[src/hdl/kcc_pkg.sv]
// Package for the KeeLoq cipher core: round function, nonlinear table and
// pipeline constants. No dependencies; imported by every module of the core.
package kcc_pkg;

	// Width of one cipher block
	localparam int BLK_W = 32;
	// Width of the key and of a key bit index
	localparam int KEY_W = 64;
	localparam int KIDX_W = 6;
	// Rounds folded into one pipeline stage
	localparam int ROUNDS_PER_STAGE = 8;
	// Nonlinear feedback function, one bit per 5-bit tap index
	localparam logic [31:0] NLF_TABLE = 32'h3A5C742E;
	// Decrypt walks the key backwards from this offset
	localparam logic [KIDX_W-1:0] DEC_KEY_OFS = 6'd15;

	// Operation carried with each transaction
	typedef enum logic {
		OP_ENCRYPT = 1'b0,
		OP_DECRYPT = 1'b1
	} kcc_op_t;

	// One round in either direction
	function automatic logic [BLK_W-1:0] kcc_round(
		input logic [BLK_W-1:0] x,
		input kcc_op_t          op,
		input logic             kb
	);
		logic [4:0] idx;
		logic       fb;
		logic [BLK_W-1:0] res;
		unique case (op)
			OP_ENCRYPT: begin
				idx = {x[31], x[26], x[20], x[9], x[1]};
				fb  = x[0] ^ x[16] ^ kb ^ NLF_TABLE[idx];
				res = {fb, x[31:1]};
			end
			OP_DECRYPT: begin
				idx = {x[30], x[25], x[19], x[8], x[0]};
				fb  = x[31] ^ x[15] ^ kb ^ NLF_TABLE[idx];
				res = {x[30:0], fb};
			end
			default: begin
				idx = '0;
				fb  = 1'b0;
				res = x;
			end
		endcase
		return res;
	endfunction

endpackage

[src/hdl/kcc_stage.sv]
// One pipeline stage of the KeeLoq core: up to ROUNDS_PER_STAGE rounds and
// the stage register. Depends on kcc_pkg.
module kcc_stage import kcc_pkg::*; #(
	parameter int BASE = 0,
	parameter int NUM  = 8
) (
	input  logic             clk,
	input  logic             arst_n,
	input  logic             adv,
	input  logic [KEY_W-1:0] key,
	input  logic             vld_i,
	input  kcc_op_t          op_i,
	input  logic [BLK_W-1:0] blk_i,
	output logic             vld_o,
	output kcc_op_t          op_o,
	output logic [BLK_W-1:0] blk_o
);

	logic [BLK_W-1:0] blk_nxt;
	logic             vld_sx;
	kcc_op_t          op_sx;
	logic [BLK_W-1:0] blk_sx;

	// Unrolled rounds of this stage, key bit chosen by absolute round number
	always_comb begin
		logic [BLK_W-1:0]  x;
		logic [KIDX_W-1:0] ridx;
		logic [KIDX_W-1:0] kidx;
		x = blk_i;
		for (int j = 0; j < ROUNDS_PER_STAGE; j++) begin
			ridx = KIDX_W'(BASE + j);
			kidx = (op_i == OP_DECRYPT) ? (DEC_KEY_OFS - ridx) : ridx;
			if (j < NUM) begin
				x = kcc_round(x, op_i, key[kidx]);
			end
		end
		blk_nxt = x;
	end

	// Valid bit, reset
	always_ff @(posedge clk or negedge arst_n) begin
		if (!arst_n) begin
			vld_sx <= 1'b0;
		end else if (adv) begin
			vld_sx <= vld_i;
		end
	end

	// Payload, no reset
	always_ff @(posedge clk) begin
		if (adv) begin
			op_sx  <= op_i;
			blk_sx <= blk_nxt;
		end
	end

	assign vld_o = vld_sx;
	assign op_o  = op_sx;
	assign blk_o = blk_sx;

endmodule

[config.mk]
export PLATFORM = sky130hd
export DESIGN_NAME = kcc_stage
export DESIGN_NICKNAME = d
export VERILOG_FILES = /design/src/hdl/kcc_pkg.sv /design/src/hdl/kcc_stage.sv
export SDC_FILE = /design/constraint.sdc
export NUM_CORES = 1
export LEC_CHECK = 0
export ABC_AREA = 1
export BUFFER_PORTS_ARGS = -buffer_cell sky130_fd_sc_hd__buf_2
export CORE_MARGIN = 5
export CORE_UTILIZATION = 45
export CTS_BUF_LIST = sky130_fd_sc_hd__clkbuf_4 sky130_fd_sc_hd__clkbuf_8
export DETAILED_ROUTE_END_ITERATION = 8
export PLACE_DENSITY = 0.72
export SLEW_MARGIN = 10
export SYNTH_ARGS = -nofsm -noshare
export SYNTH_HDL_FRONTEND = slang
export SYNTH_SLANG_ARGS = --single-unit
[constraint.sdc]
create_clock -name clk -period 1.3 [get_ports clk]
set_input_delay 0.13 -clock clk [delete_from_list [all_inputs] [get_ports clk]]
set_output_delay 0.13 -clock clk [all_outputs]
set_load 0.01 [all_outputs]
## Yosys cells after proc, flatten, opt, wreduce, memory -nomap -nowiden

Memory sizes are Yosys's and may differ from the RTL's.
Index checks and enable logic that the tools add are counted.
W data, S select, Z words.

| storage, ports and cells | value |
|---|---|
| bits in registers | 34 |
| memory bits (read-only) | 512 |
| output and inout bits | 34 |
| word-level logic and storage cells | 140 |
| memories | 16 |

| cells by class | value |
|---|---|
| order comparisons | 24 |
| mux-type cells | 48 |
| bitwise logic cells | 49 |

Memories:

| name | depth | bits a word | rd ports | clocked after memory_dff | wr ports | line | source |
|---|---|---|---|---|---|---|---|
| (no name shown) | 32 | 1 | 1 | 0 | 0 | kcc_pkg.sv:40 | `fb = x[31] ^ x[15] ^ kb ^ NLF_TABLE[idx];` |
| (no name shown) | 32 | 1 | 1 | 0 | 0 | kcc_pkg.sv:35 | `fb = x[0] ^ x[16] ^ kb ^ NLF_TABLE[idx];` |
| (no name shown) | 32 | 1 | 1 | 0 | 0 | kcc_pkg.sv:40 |  |
| (no name shown) | 32 | 1 | 1 | 0 | 0 | kcc_pkg.sv:35 |  |
| (no name shown) | 32 | 1 | 1 | 0 | 0 | kcc_pkg.sv:40 |  |
| (no name shown) | 32 | 1 | 1 | 0 | 0 | kcc_pkg.sv:35 |  |
| +10 memories | -- | -- | -- | -- | -- | -- |  |

Operators with widths:

| kind | number |
|---|---|
| $pmux W32 S2 | 8 |
| $lt A5 B6 Y1 const B | 16 |
| $lt A4 B7 Y1 const B | 8 |
| $bmux W1 S6 | 8 |
| $xor A1 B1 Y1 | 48 |
| $mux W4 | 8 |
| $mux W1 | 24 |
| $not A1 Y1 | 1 |

## Logic depth before layout (Yosys ltp)

Gate-level depths: netlist (run 1).

| depth | value |
|---|---|
| word-level depth | 34 |
| depth in mapped cells | 55 |
| gate-level depth less buffers | 55 |

## Worst setup path after synthesis (run 1)

OpenSTA, ideal clock, no wires.

| timing | value |
|---|---|
| path type | input -> register |
| from | in op_i |
| to | reg blk_sx[0], in the netlist blk_o[0], data pin |
| arrival | 3932 ps |
| required time | 1047 ps |
| path slack | -2885 ps |
| cell stages on the path | 49 |
| path buffers | 1 |
| path through | inv_2 buf_6 nand2_2 nand2_1 inv_1 o21ai_0 nand2_1 nand2_1 nand3_1 nand2_1 xor2_1 nand2_2 nand2_4 xnor2_2 inv_1 nand3_1 nand3_2 nand2_1 [... 13 more ...] nand2_1 nand2_1 nand2_2 nand2_2 nand2_2 nand2_2 xnor2_2 inv_1 nand3_2 nand3_2 nand2_2 nand2_1 nand2_1 nand3_2 nand2_1 nand2_1 nand3_1 nand2_1 |

| on the way | value |
|---|---|
| word-level cells in the longest chain between the ends | 34 |
| elaborated cells on any way between the ends | 102 |
| those cells by class | mux: 45; bitwise: 44; memory: 13 |

RTL lines:

| element | line | source |
|---|---|---|
| from (decl) | kcc_stage.sv:12 | `input kcc_op_t op_i,` |
| $mux W4 | kcc_stage.sv:32 | `kidx = (op_i == OP_DECRYPT) ? (DEC_KEY_OFS - ridx) : ridx;` |
| $bmux W1 S6 | kcc_stage.sv:34 | `x = kcc_round(x, op_i, key[kidx]);` |
| $mux W1 (implied by the code) | kcc_stage.sv:34 |  |
| $xor A1 B1 Y1 (on tied branches) (2 in a row) | kcc_pkg.sv:40, kcc_pkg.sv:35 |  |
| $pmux W32 S2 | kcc_pkg.sv:32 | `unique case (op)` |
| $mem_v2 Z32 W1 (tied with other cells) | -- |  |
| $mux W1 (implied by the code) (tied with other cells) | kcc_pkg.sv:40 |  |
| $xor A1 B1 Y1 (on tied branches) | kcc_pkg.sv:40, kcc_pkg.sv:35 |  |
| [... 18 more ...] | -- |  |
| $mux W1 (implied by the code) (tied with other cells) | kcc_pkg.sv:40 |  |
| $xor A1 B1 Y1 (on tied branches) | kcc_pkg.sv:40, kcc_pkg.sv:35 |  |
| $pmux W32 S2 | kcc_pkg.sv:32 |  |
| $mem_v2 Z32 W1 or $xor A1 B1 Y1 (tied branches) | -- |  |
| $mux W1 (implied by the code) or $xor A1 B1 Y1 (tied branches) | kcc_pkg.sv:40 |  |
| $xor A1 B1 Y1 | kcc_pkg.sv:40 |  |
| $pmux W32 S2 (*) | kcc_pkg.sv:32 |  |
| net blk_nxt[0] | kcc_stage.sv:19 | `logic [BLK_W-1:0] blk_nxt;` |
| to (signal assigned) | kcc_stage.sv:53 | `blk_sx <= blk_nxt;` |
| to (decl) | kcc_stage.sv:22 | `logic [BLK_W-1:0] blk_sx;` |

The timed path passes the listed nets; every way through them passes the cells marked *. The select of a mux whose other input is x is not followed.
A chain may end at the register's enable or synchronous reset.

## Worst setup path in the final report (run 1)

| timing | value |
|---|---|
| from | in blk_i[19] |
| to | reg blk_sx[31], in the netlist blk_o[31], data pin |

| on the way | value |
|---|---|
| word-level cells in the longest chain between the ends | 32 |
| elaborated cells on any way between the ends | 74 |
| those cells by class | mux: 22; bitwise: 38; memory: 14 |

RTL lines:

| element | line | source |
|---|---|---|
| from (decl) | kcc_stage.sv:13 | `input logic [BLK_W-1:0] blk_i,` |
| $mem_v2 Z32 W1 | -- |  |
| $mux W1 (implied by the code) | kcc_pkg.sv:40 |  |
| $xor A1 B1 Y1 | kcc_pkg.sv:40 |  |
| $pmux W32 S2 (*) | kcc_pkg.sv:32 |  |
| $mem_v2 Z32 W1 or $xor A1 B1 Y1 (tied branches) | -- |  |
| $mux W1 (implied by the code) or $xor A1 B1 Y1 (tied branches) | kcc_pkg.sv:40, kcc_pkg.sv:35 |  |
| $xor A1 B1 Y1 (on tied branches) | kcc_pkg.sv:40, kcc_pkg.sv:35 |  |
| $pmux W32 S2 (*) | kcc_pkg.sv:32 |  |
| [... 17 more ...] | -- |  |
| $mux W1 (implied by the code) (tied with other cells) | kcc_pkg.sv:40 |  |
| $xor A1 B1 Y1 (on tied branches) | kcc_pkg.sv:40, kcc_pkg.sv:35 |  |
| $pmux W32 S2 (*) | kcc_pkg.sv:32 |  |
| $xor A1 B1 Y1 or $mem_v2 Z32 W1 (tied branches) | -- |  |
| $xor A1 B1 Y1 or $mux W1 (tied branches) | kcc_pkg.sv:35 |  |
| $xor A1 B1 Y1 | kcc_pkg.sv:35 |  |
| $pmux W32 S2 (*) | kcc_pkg.sv:32 |  |
| net blk_nxt[31] | kcc_stage.sv:19 |  |

Marked as above.

==> results.py, run 1 <==
metrics = {
    "outcome": {
        "run_status": "finished with violations",
        "violations": "negative setup slack",
    },
    "detailed_routing": {
        "vias_per_cell": 5.27,
        "drtIter0Drc": 355,
        "route.antenna.remaining_nets": 0,
        "drc_errors": 0,
        "wl_per_cell_um": 16.8,
        "drtPass1Iterations": 7,
        "vias": 5798,
        "wl_um": 18500,
    },
    "synth": {
        "synth_top_family_by_area": "simple AND/OR/NAND/NOR gates",
        "synth_most_common_cell": "nand2_1",
        "syn_nets": 814,
        "synth_area_um2": 4240,
        "avgSynthCellArea_um2": 5.95,
        "synthFlopType": "edfxtp_1",
        "muxShareOfSynthArea_pct": 1.00,
        "synth_area_leaders": "edfxtp_1 (23%), nand2_1 (18%), nor2_1 (12%)",
        "synth_compound_area_share_pct": 8.02,
        "synth_edf_count": 33,
        "syn_inst": 713,
        "synth_top_area_share_pct": 23.4,
        "synth_async_sr_flop_share_pct": 2.94,
        "synth_cell_types": 38,
        "synth_xor_area_share_pct": 6.43,
        "ys_ff_latch": 34,
        "yosysSeqAreaShare_pct": 24.0,
        "synth-simple-area-share_pct": 50.0,
        "synthTopCellsByCount": "nand2_1 (202), nor2_1 (138), inv_1 (90), nand3_1 (73), o21ai_0 (36)",
        "yosysTopAreaCell": "edfxtp_1",
        "synth_fa_ha_area_share_pct": 0,
        "yosysWarnings": 0,
    },
    "run": {
        "drv_cap": 0,
    },
    "grt": {
        "grt_max_degree": 22,
        "first_global_vias": 5483,
        "track_usage_pct": 30.1,
        "grt_remaining_overflow": 0,
        "antenna_found_initial": 0,
        "grt_pass1_wl_um": 27200,
    },
    "sta": {
        "whs_ns": 0.0569,
        "tightest_slew_ns": 0.485,
        "slew_headroom_pct": 67.5,
        "skew_ns": 0,
        "fmax_mhz": 211,
        "period_share_pct": 365,
        "rsz0062_at_grt": "yes",
        "setup_slack_ns": -3.45,
        "tns_ns": -28.11,
        "setup_viol": 14,
        "layout_min_cycle_time_ns": 4.75,
        "hold_violations": 0,
        "finalMaxSlewViolations": 0,
    },
    "setup_path": {
        "r2r-end": "vld_o$_DFFE_PN0P_",
        "crit-reg2reg-launch": "vld_o$_DFFE_PN0P_",
        "crit_path_frequent_cell": "nand2_2",
        "cpMaxStageDelayCell": "xnor2_4",
        "crit_arrival_ns": 4.80,
        "required_ns": 1.35,
        "start_kind": "input port",
        "max_stage_delay_ns": 0.22,
        "critical_path_class": "input port to register",
        "r2r_setup_slack_ns": 0.56,
        "crit_start": "blk_i[19]",
        "reg2reg_depth": 1,
        "crit_end": "blk_o[31]$_DFFE_PP_",
        "cp_max_fo": 4,
        "end_kind": "register",
    },
    "floorplanning": {
        "rows": 35,
        "die_y_um": 107,
        "dieArea_um2": 11500,
        "die_w_um": 107,
        "initial_core_util_pct": 46.1,
        "pin_count": 135,
        "core_area_um2": 9200,
    },
    "final_layout": {
        "drive_gt1_share_pct": 49.4,
        "n_fill_cell": 694,
        "instances_no_fill": 1100,
        "num_antenna_cells": 0,
        "design_area_um2": 7170,
        "final_nets": 1089,
        "area_delta_synth_final_pct": 69.1,
    },
    "min_path": {
        "hp-class": "input port to register",
    },
    "placed_design": {
        "dp_slack_ns": -3.92,
        "hpwl_um": 14000,
        "portBuffers": 86,
        "placed_cells": 1051,
        "place_area_um2": 5990,
        "place_congestion": 0.997,
    },
    "clock_tree": {
        "cts_tree": "yes",
        "h-tree-depth": 2,
        "root_buffer": "clkbuf_8",
        "cts_buffers": 5,
        "clk_latency_ns": 0.30,
        "path_clk_slew_ns": 0.08,
        "cts_sinks": 34,
        "clockBufferDepth": 2,
    },
    "power_and_ir_drop": {
        "p_int_uw": 4010,
        "combPwrFrac_pct": 69.2,
        "power.share.clock_pct": 11.3,
        "pwr-share-seq_pct": 19.5,
        "power.leakage_uw": 0.00380,
        "switching_share_pct": 44.6,
        "p_switching_uw": 3240,
        "power.density_nw_per_um2": 1010,
        "peakVddDrop_v": 0.000488,
    },
}
## layout make-up
class                           instances  area [um2]  area share (%)
Clock inverter                          3        11.3           0.157
Multi-Input combinational cell        568        3470            48.3
Clock buffer                            5        68.8           0.959
Sequential cell                        34        1020            14.2
Timing Repair Buffer                  282        2090            29.1
Inverter                               97         384            5.35
Tap cell                              111         139            1.94
## power by group through the flow
| stage | Clock, uW | Sequential [uW] | Combinational, uW |
|---|---|---|---|
| 2_1_floorplan | 0 | 1520 | 2160 |
| 3_3_place_gp | 0 | 1440 | 3530 |
| 3_5_place_dp | 0 | 1440 | 3600 |
| 4_1_cts | 821 | 1410 | 4270 |
| 5_1_grt | 885 | 1420 | 5380 |
| 6_report | 818 | 1410 | 5020 |
## cells in the final DEF (no fill, tap or decap), drive strengths merged, types with 2 or more instances in the layout
cell,instances
nand3,91
a31oi,3
inv,97
nand2,220
nor2,145
clkinv,3
mux2,2
o21ai,42
buf,281
clkbuf,5
edfxtp,33
xor2,13
or2,8
mux2i,2
xnor2,13
a21oi,17
nand3b,7
nand4,2
## worst min-delay path by stage
stage / cells past startpoint / slack [ns] / to / startpoint
after CTS: 2 / 0.06 / vld_o$_DFFE_PN0P_ / vld_i
final: 2 / 0.06 / vld_o$_DFFE_PN0P_ / vld_i
after global placement: 1 / -0.09 / vld_o$_DFFE_PN0P_ / arst_n
after global routing: 2 / 0.06 / vld_o$_DFFE_PN0P_ / vld_i
after floorplan: 0 / -0.17 / vld_o$_DFFE_PN0P_ / arst_n
after detailed placement: 1 / -0.09 / vld_o$_DFFE_PN0P_ / arst_n
## logic make-up (layout without fill, tap and decap cells)
kind of cell,after synthesis,in the layout
flops,34,34
buf+inv,111,387
simple gates,473,473
compound gates,65,65
mux,4,4
xor+xnor,26,26
## repair_timing
action                                  CTS  global route
endpoints found under the setup margin   14            14
hold buffers                              1             0
buffers inserted                         33             9
pin swaps                                65            82
endpoints found under the hold margin     1             0
gates resized for setup                  91           117
## metal layers
layer	track usage (%)	routed length (um)	share of wire [%]
met5	0	0	0
met3	5.18	1300	7.0
met4	10.0	711	3.8
met1	38.7	7730	42
met2	50.8	8790	47
## metrics by stage
| step | utilization [%] | power [uW] |
|---|---|---|
| 2_1_floorplan | - | 3680 |
| 3_3_place_gp | 65.2 | 4960 |
| 3_5_place_dp | 65.2 | 5040 |
| 4_1_cts | 72.2 | 6500 |
| 5_1_grt | 78.0 | 7690 |
| 6_report | 78.0 | 7250 |
## worst max-delay path, delay by kind of cell
family                 cells  cell delay, ns
AO/OA/AOI/OAI              1            0.09
XOR/XNOR                   6            1.16
buffers and inverters      4            0.58
AND/OR/NAND/NOR           35            2.82
## sequential cells by signal, indices dropped and copies added, names as in the netlist
name / cells
op_o: 1
blk_o: 32
vld_o: 1
Note: power is estimated with default switching activity, not from simulation.
==> run 2: changes to the inputs <==
--- a/config.mk
+++ b/config.mk
@@ -5,13 +5,13 @@
 export SDC_FILE = /design/constraint.sdc
 export NUM_CORES = 1
 export LEC_CHECK = 0
-export ABC_AREA = 1
 export BUFFER_PORTS_ARGS = -buffer_cell sky130_fd_sc_hd__buf_2
 export CORE_MARGIN = 5
 export CORE_UTILIZATION = 45
 export CTS_BUF_LIST = sky130_fd_sc_hd__clkbuf_4 sky130_fd_sc_hd__clkbuf_8
 export DETAILED_ROUTE_END_ITERATION = 8
-export PLACE_DENSITY = 0.72
+export PLACE_DENSITY = 0.7
+export SETUP_SLACK_MARGIN = 0.5
 export SLEW_MARGIN = 10
 export SYNTH_ARGS = -nofsm -noshare
 export SYNTH_HDL_FRONTEND = slang
==> run 2 against run 1 <==
  * The flow still finishes with violations (negative setup slack)
  * Critical path depth shrank 16
  * Worst setup slack lost 1.5 ns
  * Area after synthesis grew 14%
  * First-iteration DRC count grew 85%
  * Register-to-register slack lost 0.12 ns
  * Non-clock buffer count grew 34
  * Largest cell class unchanged
==> results.py, run 2 <==
metrics = {
    "outcome": {
        "run_status": "finished with violations",
        "violations": "negative setup slack",
    },
    "synth": {
        "synth_edf_count": 33,
        "avgSynthCellArea_um2": 7.62,
        "yosysSeqAreaShare_pct": 21.0,
        "syn_nets": 736,
        "synth_async_sr_flop_share_pct": 2.94,
        "synth_area_leaders": "edfxtp_1 (20%), nand2_1 (6.9%), xnor2_1 (6.7%)",
        "synth_most_common_cell": "nand2_1",
        "synthTopCellsByCount": "nand2_1 (89), nor2_1 (49), xnor2_1 (37), edfxtp_1 (33), a21oi_1 (31)",
        "synth_cell_types": 86,
        "syn_inst": 635,
        "yosysWarnings": 0,
        "synthFlopType": "edfxtp_1",
        "yosysTopAreaCell": "edfxtp_1",
        "ys_ff_latch": 34,
        "synth_top_area_share_pct": 20.5,
        "synth_area_um2": 4840,
    },
    "final_layout": {
        "drive_gt1_share_pct": 48.6,
        "design_area_um2": 8040,
        "n_fill_cell": 735,
        "largest_reg_flops": 32,
        "final_common_cell": "buf_4",
        "layout_common_cells": "buf_4 (191), buf_2 (73), nand2_1 (65), nor2_1 (47), buf_6 (34)",
        "final_nets": 1007,
        "utilization_pct": 77.1,
        "area_delta_synth_final_pct": 66.0,
        "num_antenna_cells": 0,
    },
    "sta": {
        "slew_headroom_pct": 45.7,
        "setup_viol": 17,
        "hold_violations": 0,
        "setup_slack_ns": -4.97,
        "finalMaxSlewViolations": 0,
        "layout_min_cycle_time_ns": 6.27,
        "tightest_slew_ns": 0.806,
        "fmax_mhz": 159,
        "rsz0062_at_grt": "yes",
        "period_share_pct": 482,
        "skew_ns": 0,
    },
    "floorplanning": {
        "die_y_um": 114,
        "core_area_um2": 10400,
        "rows": 37,
        "dieArea_um2": 12900,
        "die_w_um": 114,
        "pin_count": 135,
        "initial_core_util_pct": 46.5,
    },
    "grt": {
        "grt_remaining_overflow": 0,
        "grt_max_degree": 27,
        "antenna_found_initial": 0,
        "first_global_vias": 6132,
        "track_usage_pct": 30.7,
        "grt_pass1_wl_um": 31400,
    },
    "run": {
        "drv_cap": 0,
    },
    "detailed_routing": {
        "vias_per_cell": 6.15,
        "highest_layer": "met4",
        "vias": 6417,
        "wl_met2_um": 9920,
        "wl_met1_um": 8230,
        "route.antenna.remaining_nets": 0,
        "dr_wl_met3_um": 2270,
        "wl_um": 22000,
        "drtPass1Iterations": 5,
        "wl_per_cell_um": 21.1,
        "drtIter0Drc": 658,
        "drc_errors": 0,
    },
    "setup_path": {
        "cp_num_buf_inv": 7,
        "cpMaxStageDelayCell": "mux2i_1",
        "required_ns": 1.35,
        "crit_path_frequent_cell": "buf_4",
        "crit_arrival_ns": 6.33,
        "end_kind": "register",
        "start_kind": "input port",
        "crit_family": "multiplexers",
        "critical_path_class": "input port to register",
        "cp_max_fo": 5,
        "max_stage_delay_ns": 0.42,
    },
    "clock_tree": {
        "h-tree-depth": 2,
        "clockBufferDepth": 2,
        "clk_latency_ns": 0.31,
        "path_clk_slew_ns": 0.09,
        "cts_tree": "yes",
        "root_buffer": "clkbuf_8",
        "cts_buffers": 5,
        "cts_sinks": 34,
    },
    "min_path": {
        "hp-class": "input port to register",
    },
    "placed_design": {
        "place_congestion": 0.970,
        "portBuffers": 86,
        "hpwl_um": 15400,
        "place_area_um2": 6790,
    },
    "power_and_ir_drop": {
        "peakVddDrop_v": 0.000516,
        "power.density_nw_per_um2": 933,
        "power.leakage_uw": 0.00355,
    },
}
run 2: cell type report:
type                    instances  area (um2)  share of cell area (%)
clock buffers                   6        82.6                    1.03
inverters                      24        92.6                    1.15
flip-flops and latches         34        1020                    12.6
well taps                     136         170                    2.12
repair buffers                316        2510                    31.3
clock inverters                 2        12.5                   0.156
multi-input cells             525        4150                    51.6
run 2: per-stage QoR:
stage | power [uW] | hold WS, ns | setup TNS, ns | worst slack [ns] | std cells
after detailed placement | 5470 | -0.0926 | -46.76 | -5.21 | 990
after global placement | 5380 | -0.0959 | -44.99 | -5.10 | 990
after CTS | 6980 | 0.0526 | -38.33 | -4.66 | 1027
final | 7500 | 0.0529 | -40.70 | -4.97 | 1043
after floorplan | 3970 | -0.166 | -47.65 | -4.82 | 635
after global routing | 7830 | 0.0583 | -42.13 | -5.13 | 1043
run 2: worst register-to-register path, stage by stage, from the launching register on:
cell and delay [ns]:
dfrtp_1 0.39, buf_6 0.11, mux2_4 0.25
run 2: report_power, final:
| group | switching [uW] | internal, uW |
|---|---|---|
| Clock | 516 | 428 |
| Combinational | 2500 | 2640 |
| Sequential | 33.0 | 1380 |
| Total | 3050 | 4450 |
run 2: metal layers:
metal	vias to the layer above	track usage [%]
met3	141	5.36
met5	-	0
met1	2957	38.0
met4	0	15.9
met2	419	51.0
li1	2900	-
run 2: path summary, 6_finish.rpt:
path	endpoint	slack, ns	from	cells past startpoint
setup reg to reg	vld_o$_DFFE_PN0P_	0.44	vld_o$_DFFE_PN0P_	2
hold reg to reg	vld_o$_DFFE_PN0P_	0.60	vld_o$_DFFE_PN0P_	2
max in group asynchronous	vld_o$_DFFE_PN0P_	1.10	arst_n	2
min in group asynchronous	vld_o$_DFFE_PN0P_	0.11	arst_n	2
hold / removal	vld_o$_DFFE_PN0P_	0.05	vld_i	2
setup / recovery	blk_o[0]$_DFFE_PP_	-4.97	blk_i[16]	30
run 2: cells by family (layout without fill, tap and decap cells):
group,after synthesis,after routing,synth area share [%]
compound gates,173,173,26.0
flops,34,34,21.0
buf+inv,76,348,6.72
xor+xnor,52,52,10.5
simple gates,264,264,27.4
mux,36,36,8.32
run 2: timing repair:
item,4_1_cts,5_1_grt
setup buffers,26,15
pin swaps,32,18
hold buffers,1,0
setup endpoints to repair,63,59
gates cloned,2,1
resized for setup,106,59
endpoints found under the hold margin,1,0
==> run 3: changes to the inputs <==
--- a/config.mk
+++ b/config.mk
@@ -10,9 +10,10 @@
 export CORE_UTILIZATION = 45
 export CTS_BUF_LIST = sky130_fd_sc_hd__clkbuf_4 sky130_fd_sc_hd__clkbuf_8
 export DETAILED_ROUTE_END_ITERATION = 8
-export PLACE_DENSITY = 0.7
+export PLACE_DENSITY = 0.73
 export SETUP_SLACK_MARGIN = 0.5
 export SLEW_MARGIN = 10
 export SYNTH_ARGS = -nofsm -noshare
 export SYNTH_HDL_FRONTEND = slang
 export SYNTH_SLANG_ARGS = --single-unit
+export TNS_END_PERCENT = 30
==> constraint.sdc (replaced) <==
create_clock -name clk -period 5.5 [get_ports clk]
set_input_delay 0.55 -clock clk [delete_from_list [all_inputs] [get_ports clk]]
set_output_delay 0.55 -clock clk [all_outputs]
set_load 0.01 [all_outputs]
==> run 3 against run 2 <==
  * The flow still finishes with violations (negative setup slack)
  * Sequential share of layout area is 2.0 points higher
  * Via count is 9.0% lower
  * Critical path depth is 2 lower
  * Sequential cell count stayed put
  * Critical path type unchanged
  * Highest routed layer unchanged
==> results.py, run 3 (synthesized netlist as in run 2, its figures left out) <==
metrics = {
    "sta": {
        "skew_ns": 0,
        "layout_min_cycle_time_ns": 6.52,
        "tightest_slew_ns": 0.819,
        "setup_viol": 4,
        "hold_violations": 0,
        "finalMaxSlewViolations": 0,
        "rsz0062_at_grt": "yes",
        "period_share_pct": 118,
        "tns_ns": -3.02,
        "slew_headroom_pct": 45.4,
        "setup_slack_ns": -1.02,
        "fmax_mhz": 153,
    },
    "min_path": {
        "hp-class": "input port to asynchronous set/reset pin",
    },
    "setup_path": {
        "end_kind": "register",
        "cp_max_fo": 8,
        "max_stage_delay_ns": 0.39,
        "start_kind": "input port",
        "crit_arrival_ns": 6.57,
        "cpMaxStageDelayCell": "or3b_4",
        "critical_path_class": "input port to register",
        "required_ns": 5.55,
    },
    "detailed_routing": {
        "vias": 5837,
        "wl_um": 18400,
        "vias_per_cell": 6.05,
        "drtIter0Drc": 481,
        "route.antenna.remaining_nets": 0,
        "wl_per_cell_um": 19.1,
        "drtPass1Iterations": 5,
        "drc_errors": 0,
    },
    "clock_tree": {
        "root_buffer": "clkbuf_8",
        "cts_buffers": 5,
        "clockBufferDepth": 2,
        "cts_sinks": 34,
        "clk_latency_ns": 0.29,
        "cts_tree": "yes",
        "cts_hold_buf": 0,
        "h-tree-depth": 2,
        "path_clk_slew_ns": 0.09,
    },
    "outcome": {
        "violations": "negative setup slack",
        "run_status": "finished with violations",
    },
    "power_and_ir_drop": {
        "power.leakage_uw": 0.00298,
        "switching_share_pct": 39.3,
        "combPwrFrac_pct": 63.1,
        "pwr-share-seq_pct": 20.5,
        "p_int_uw": 986,
        "peakVddDrop_v": 0.000143,
        "power.share.clock_pct": 16.4,
        "power.density_nw_per_um2": 235,
        "p_switching_uw": 639,
        "power_uw": 1630,
    },
    "run": {
        "drv_cap": 0,
    },
    "floorplanning": {
        "die_w_um": 114,
        "initial_core_util_pct": 46.5,
        "core_area_um2": 10400,
        "pin_count": 135,
        "die_y_um": 114,
        "rows": 37,
        "dieArea_um2": 12900,
    },
    "grt": {
        "antenna_found_initial": 0,
        "track_usage_pct": 27.6,
        "grt_pass1_wl_um": 28400,
        "grt_max_degree": 36,
        "grt_remaining_overflow": 0,
        "first_global_vias": 5580,
    },
    "final_layout": {
        "n_fill_cell": 860,
        "final_common_cell": "buf_4",
        "layout_common_cells": "buf_4 (145), nand2_1 (86), buf_2 (81), nor2_1 (49), edfxtp_1 (33)",
        "instances_no_fill": 964,
        "drive_gt1_share_pct": 39.6,
        "largest_reg_flops": 32,
        "utilization_pct": 66.5,
        "area_delta_synth_final_pct": 43.1,
        "final_nets": 928,
        "num_antenna_cells": 0,
    },
    "placed_design": {
        "placed_cells": 942,
        "place_congestion": 1.01,
        "portBuffers": 86,
        "hpwl_um": 14200,
        "dp_slack_ns": -1.48,
    },
}
run 3: changes by cell type in the layout (fill, tap and decap cells not counted), moves of 6 or more:
cell / previous run / this run
buf_4: 191 / 145
nand2_1: 65 / 86
buf_2: 73 / 81
nand2_4: 12 / 0
o21ai_0: 20 / 26
buf_8: 7 / 1
buf_6: 34 / 8
nand2_2: 12 / 4
run 3: layout make-up:
| class | instances | area, um2 | share of cell area (%) |
|---|---|---|---|
| clock buffer | 7 | 90.1 | 1.30 |
| timing repair buffer | 237 | 1640 | 23.7 |
| multi-input combinational | 525 | 3890 | 56.2 |
| sequential | 34 | 1020 | 14.7 |
| tap | 136 | 170 | 2.46 |
| clock inverter | 1 | 30.0 | 0.434 |
| inverter | 24 | 90.1 | 1.30 |
run 3: repair_timing:
item	4_1_cts	5_1_grt
gates resized for setup	35	35
buffers inserted	12	2
endpoints found under the setup margin	6	6
pin swaps	24	24
run 3: power by group through the flow:
stage / logic, uW / registers (uW) / clock network, uW
6_report: 1030 / 334 / 267
5_1_grt: 1090 / 338 / 282
4_1_cts: 965 / 335 / 269
3_5_place_dp: 901 / 340 / 0
3_3_place_gp: 883 / 339 / 0
2_1_floorplan: 549 / 359 / 0
run 3: routing by layer:
| layer | up-vias | track usage (%) | part of all wire, % |
|---|---|---|---|
| met1 | 2776 | 35.1 | 40 |
| met3 | 54 | 4.99 | 8.4 |
| li1 | 2736 | - | - |
| met2 | 271 | 46.9 | 48 |
| met5 | - | 0 | 0 |
| met4 | 0 | 9.70 | 3.7 |
run 3: final timing paths:
kind                                       to  cells past startpoint  slack [ns]              start
min reg2reg                 vld_o$_DFFE_PN0P_                      1        0.50  vld_o$_DFFE_PN0P_
min                         vld_o$_DFFE_PN0P_                      1        0.02             arst_n
max in group asynchronous   vld_o$_DFFE_PN0P_                      1        5.40             arst_n
max reg2reg                 vld_o$_DFFE_PN0P_                      1        4.77  vld_o$_DFFE_PN0P_
min in group clk            vld_o$_DFFE_PN0P_                      2        0.49              vld_i
max                        blk_o[0]$_DFFE_PP_                     28       -1.02           blk_i[0]
run 3: metrics by stage:
step | hold WS, ns | cell area, um2
finish | 0.0158 | 6930
floorplan | 0.254 | 4960
global placement | 0.325 | 6350
global route | 0.00340 | 6930
detailed placement | 0.327 | 6350
CTS | 0.0121 | 6740
run 3: worst max-delay path: cells and delay by family:
family | cells | cell delay (ns)
AND/OR/NAND/NOR | 6 | 1.41
XOR/XNOR | 1 | 0.20
multiplexers | 5 | 1.43
buffers and inverters | 5 | 0.76
AO/OA/AOI/OAI | 11 | 2.21
